## config.mk

```make
export PLATFORM = sky130hd
export DESIGN_NAME = atvr_mac
export DESIGN_NICKNAME = d
export VERILOG_FILES = /design/src/rtl/atvr_mac.sv
export SDC_FILE = /design/constraint.sdc
export NUM_CORES = 2
export LEC_CHECK = 0
export ABC_CLOCK_PERIOD_IN_PS = 9100
export BUFFER_PORTS_ARGS = -buffer_cell sky130_fd_sc_hd__buf_2
export CAP_MARGIN = 20
export CORE_UTILIZATION = 30
export DETAILED_ROUTE_END_ITERATION = 6
export PLACE_DENSITY = 0.46
export SETUP_SLACK_MARGIN = 0.4
export SYNTH_ARGS = -nofsm -noshare
export SYNTH_HDL_FRONTEND = slang
export SYNTH_SLANG_ARGS = --single-unit
```

## constraint.sdc

```tcl
create_clock -name i_clk -period 9.1 [get_ports i_clk]
set_input_delay 0 -clock i_clk [delete_from_list [all_inputs] [get_ports i_clk]]
set_output_delay 0 -clock i_clk [all_outputs]
set_load 0.005 [all_outputs]
```

## src/rtl/atvr_mac.sv

```systemverilog
`timescale 1ns / 1ps
// shared multiply-accumulate: one 36x18 product per cycle, optionally weighted by 2^24,
// into a wide accumulator; a clear loads the init value plus the product when enabled
module atvr_mac (
    input  logic i_clk,
    input  logic i_clr,
    input  logic i_en,
    input  logic i_shift,
    input  logic signed [35:0] i_a,
    input  logic signed [17:0] i_b,
    input  logic signed [65:0] i_init,
    output logic signed [65:0] o_acc
);
    logic signed [65:0] r_acc;
    logic signed [65:0] n_acc;
    logic signed [53:0] prod;
    logic signed [65:0] term;
    assign prod = i_a * i_b;
    assign term = i_en ? (i_shift ? (66'(prod) <<< 24) : 66'(prod)) : '0;
    always_comb begin
        n_acc = r_acc;
        if (i_clr) n_acc = i_init + term;
        else if (i_en) n_acc = r_acc + term;
    end
    always_ff @(posedge i_clk) begin
        r_acc <= n_acc;
    end
    assign o_acc = r_acc;
endmodule

```

==> metrics.yaml <==
port_buffers: 189
synth_cell_type_count: 66
rsz0062_at_grt: "no"
hp-class: "in2reg"
dr.pass1.iters: 5
grt_pass1_vias: 24900
ff2ff_setup_slack_ps: 4870
synth_area_leaders: "fa_1 (42%), inv_1 (9.3%), ha_1 (8.3%)"
clk_path_buf_depth: 2
report.final.slew_viol_count: 0
fin_util_pct: 34.8
synth_nets: 4276
startpoint: "i_b[8]"
synth_area_mm2: 0.0293
hpwl_um: 78600
die_width_um: 314
root_buffer: "clkbuf_16"
synthArstFlopShare_pct: 0
relSlewSlack_pct: 41.7
wl_per_cell_um: 18.8
synth-main-ff-cell: "edfxtp_1"
antenna_found_initial: 10
status: "finished clean"
die-area_mm2: 0.0988
fp.dieH_um: 314
numClockSinks: 66
cpMaxStageDelayCell: "fa_1"
endpoint_kind: "flip-flop"
placementRows: 114
yosys.area.top_type: "fa_1"
dpl.cell_count: 4830
clock_skew_ps: 10.5
drcViolationCount: 0
synth_compound_area_share_pct: 9.00
cts_tree: "yes"
core_mm2: 0.0967
nets: 4508
cp_slowest_stage_delay_ps: 550
path_max_fanout: 21
path_class: "in2reg"
max-cap-violations: 0
drt_iter0_markers: 1252
rr_worst_depth: 15
syn_area_per_cell_um2: 8.76
wirelength_um: 91300
tightest_slew_ps: 874
vias: 22900
synthXorXnorAreaFrac_pct: 3.44
grt_first_pass_wirelength_um: 145000
num_io_pins: 190
cts_max_level: 3
synth_top_family_by_area: "adder cells"
synth_edf_count: 66
crit_end: "o_acc[60]$_DFFE_PP_"
drive_above_1_share_pct: 15.7
setup_violations: 0
critPathRequiredTime_ps: 9200
largest_reg_flops: 66
drtAntennaViolNets: 0
synthAdderAreaFrac_pct: 50.6
avgViaCountPerCell: 4.72
initial_core_util_pct: 30.3
numCtsBuffers: 9
grt-ovfl-total: 0
gp_congestion: 0.865
seq_area_frac_synth_pct: 6.77
r2r-end: "o_acc[43]$_DFFE_PP_"
synth_seq_cells: 66
insertion_delay_ps: 350
synthToLayoutAreaGrowth_pct: 15.0
min_period_ps: 8370
synthMuxAreaShare_pct: 2.81
cp_common_cell: "fa_1"
final_cells: 4855
synth_top_area_share_pct: 42.3
netlist_instances: 3340
grt_start_max_net_pins: 63
path_clk_slew_ps: 60
gr-usage-all-layers_pct: 19.1
ys_warn_count: 0
max_freq_mhz: 120
hold_buffers: 0
finalSetupTns_ps: 0
cp.arrival_ps: 8460
fin_crit_sh_pct: 91.9
hold_viol: 0
crit_path_start_kind: "primary input"
worstReg2RegStart: "o_acc[1]$_DFFE_PP_"
yosys.area_share.simple_pct: 15.9
==> cells in the final DEF (no fill, tap or decap), types with 23 or more instances in the layout <==
master	n
fa_1	616
nor2_1	85
nor2b_1	23
buf_4	188
nand2_1	464
nand3_1	35
buf_2	162
o21ai_0	69
inv_1	723
ha_1	182
a21oi_1	112
xnor2_1	69
mux2_2	64
edfxtp_1	66
and2_1	265
a21o_1	72
xor2_1	45
==> worst min-delay path by stage <==
stage	from	endpoint	slack [ps]	depth (start not counted)
final	i_init[0]	o_acc[0]$_DFFE_PP_	170	3
after global routing	i_init[0]	o_acc[0]$_DFFE_PP_	180	3
after CTS	i_init[0]	o_acc[0]$_DFFE_PP_	160	3
after detailed placement	o_acc[21]$_DFFE_PP_	o_acc[21]	430	1
after global placement	o_acc[13]$_DFFE_PP_	o_acc[13]	430	1
after floorplan	o_acc[0]$_DFFE_PP_	o_acc[0]	330	0
==> routing by layer <==
metal / wire length (um) / part of all wire (%) / GRT usage [%]
met2: 43700 / 48 / 32.0
met4: 1540 / 1.7 / 3.57
met5: 73 / 0.080 / 0
met3: 3700 / 4.1 / 2.48
met1: 42200 / 46 / 26.4
==> worst max-delay path, delay by kind of cell <==
family	cells	cell delay [ps]
adders and majority gates	8	3710
AOI/OAI and AO/OA	14	2820
buffers and inverters	10	1140
and+or+nand+nor	4	420
xor gates and xnor gates	2	360
==> synthesized netlist by cell type (all sizes together) (45+ instances only) <==
master  count
fa        618
a21o       72
inv       723
xor2       45
ha        194
nor2       86
and2      267
xnor2      70
clkbuf    168
nand2     466
o21ai      83
a21oi     126
edfxtp     66
mux2       64
==> cells by family (layout without fill, tap and decap cells) <==
group / count (synthesis) / in the layout
adder cells (fa/ha/maj): 812 / 812
buffers and inverters: 896 / 1133
AND/OR/NAND/NOR: 968 / 968
flip-flops: 66 / 66
XOR/XNOR: 115 / 115
AO/OA/AOI/OAI: 409 / 409
other: 0 / 2
multiplexers: 74 / 74
==> timing repair <==
| item | 4_1_cts | 5_1_grt |
|---|---|---|
| pin swaps | 0 | 31 |
| cloned | 0 | 1 |
| endpoints found under the hold margin | 0 | 0 |
| buffers inserted | 0 | 5 |
| endpoints found under the setup margin | 6 | 21 |
| resized for setup | 4 | 126 |
==> area by class of cell <==
cell class                 instances  area (um^2)
antenna                            2         5.00
timing repair buffer             394         2740
tap                             1276         1600
clock buffer                      11          233
inverter                         723         2710
sequential                        66         1980
clock inverter                     5         78.8
multi-input combinational       2378        24300
fill                           10300        63100
==> through the flow <==
stage / cell area [um^2] / hold WS (ps) / setup WS (ps)
after global routing: 33600 / 182 / 373
after detailed placement: 32800 / 429 / -50.2
final: 33600 / 175 / 734
after CTS: 33100 / 158 / 413
after floorplan: 29300 / 329 / 566
after global placement: 32800 / 429 / -27.9
Power is not shown: default switching activity piles up to over one toggle a cycle in this logic, so the estimate is an artifact.
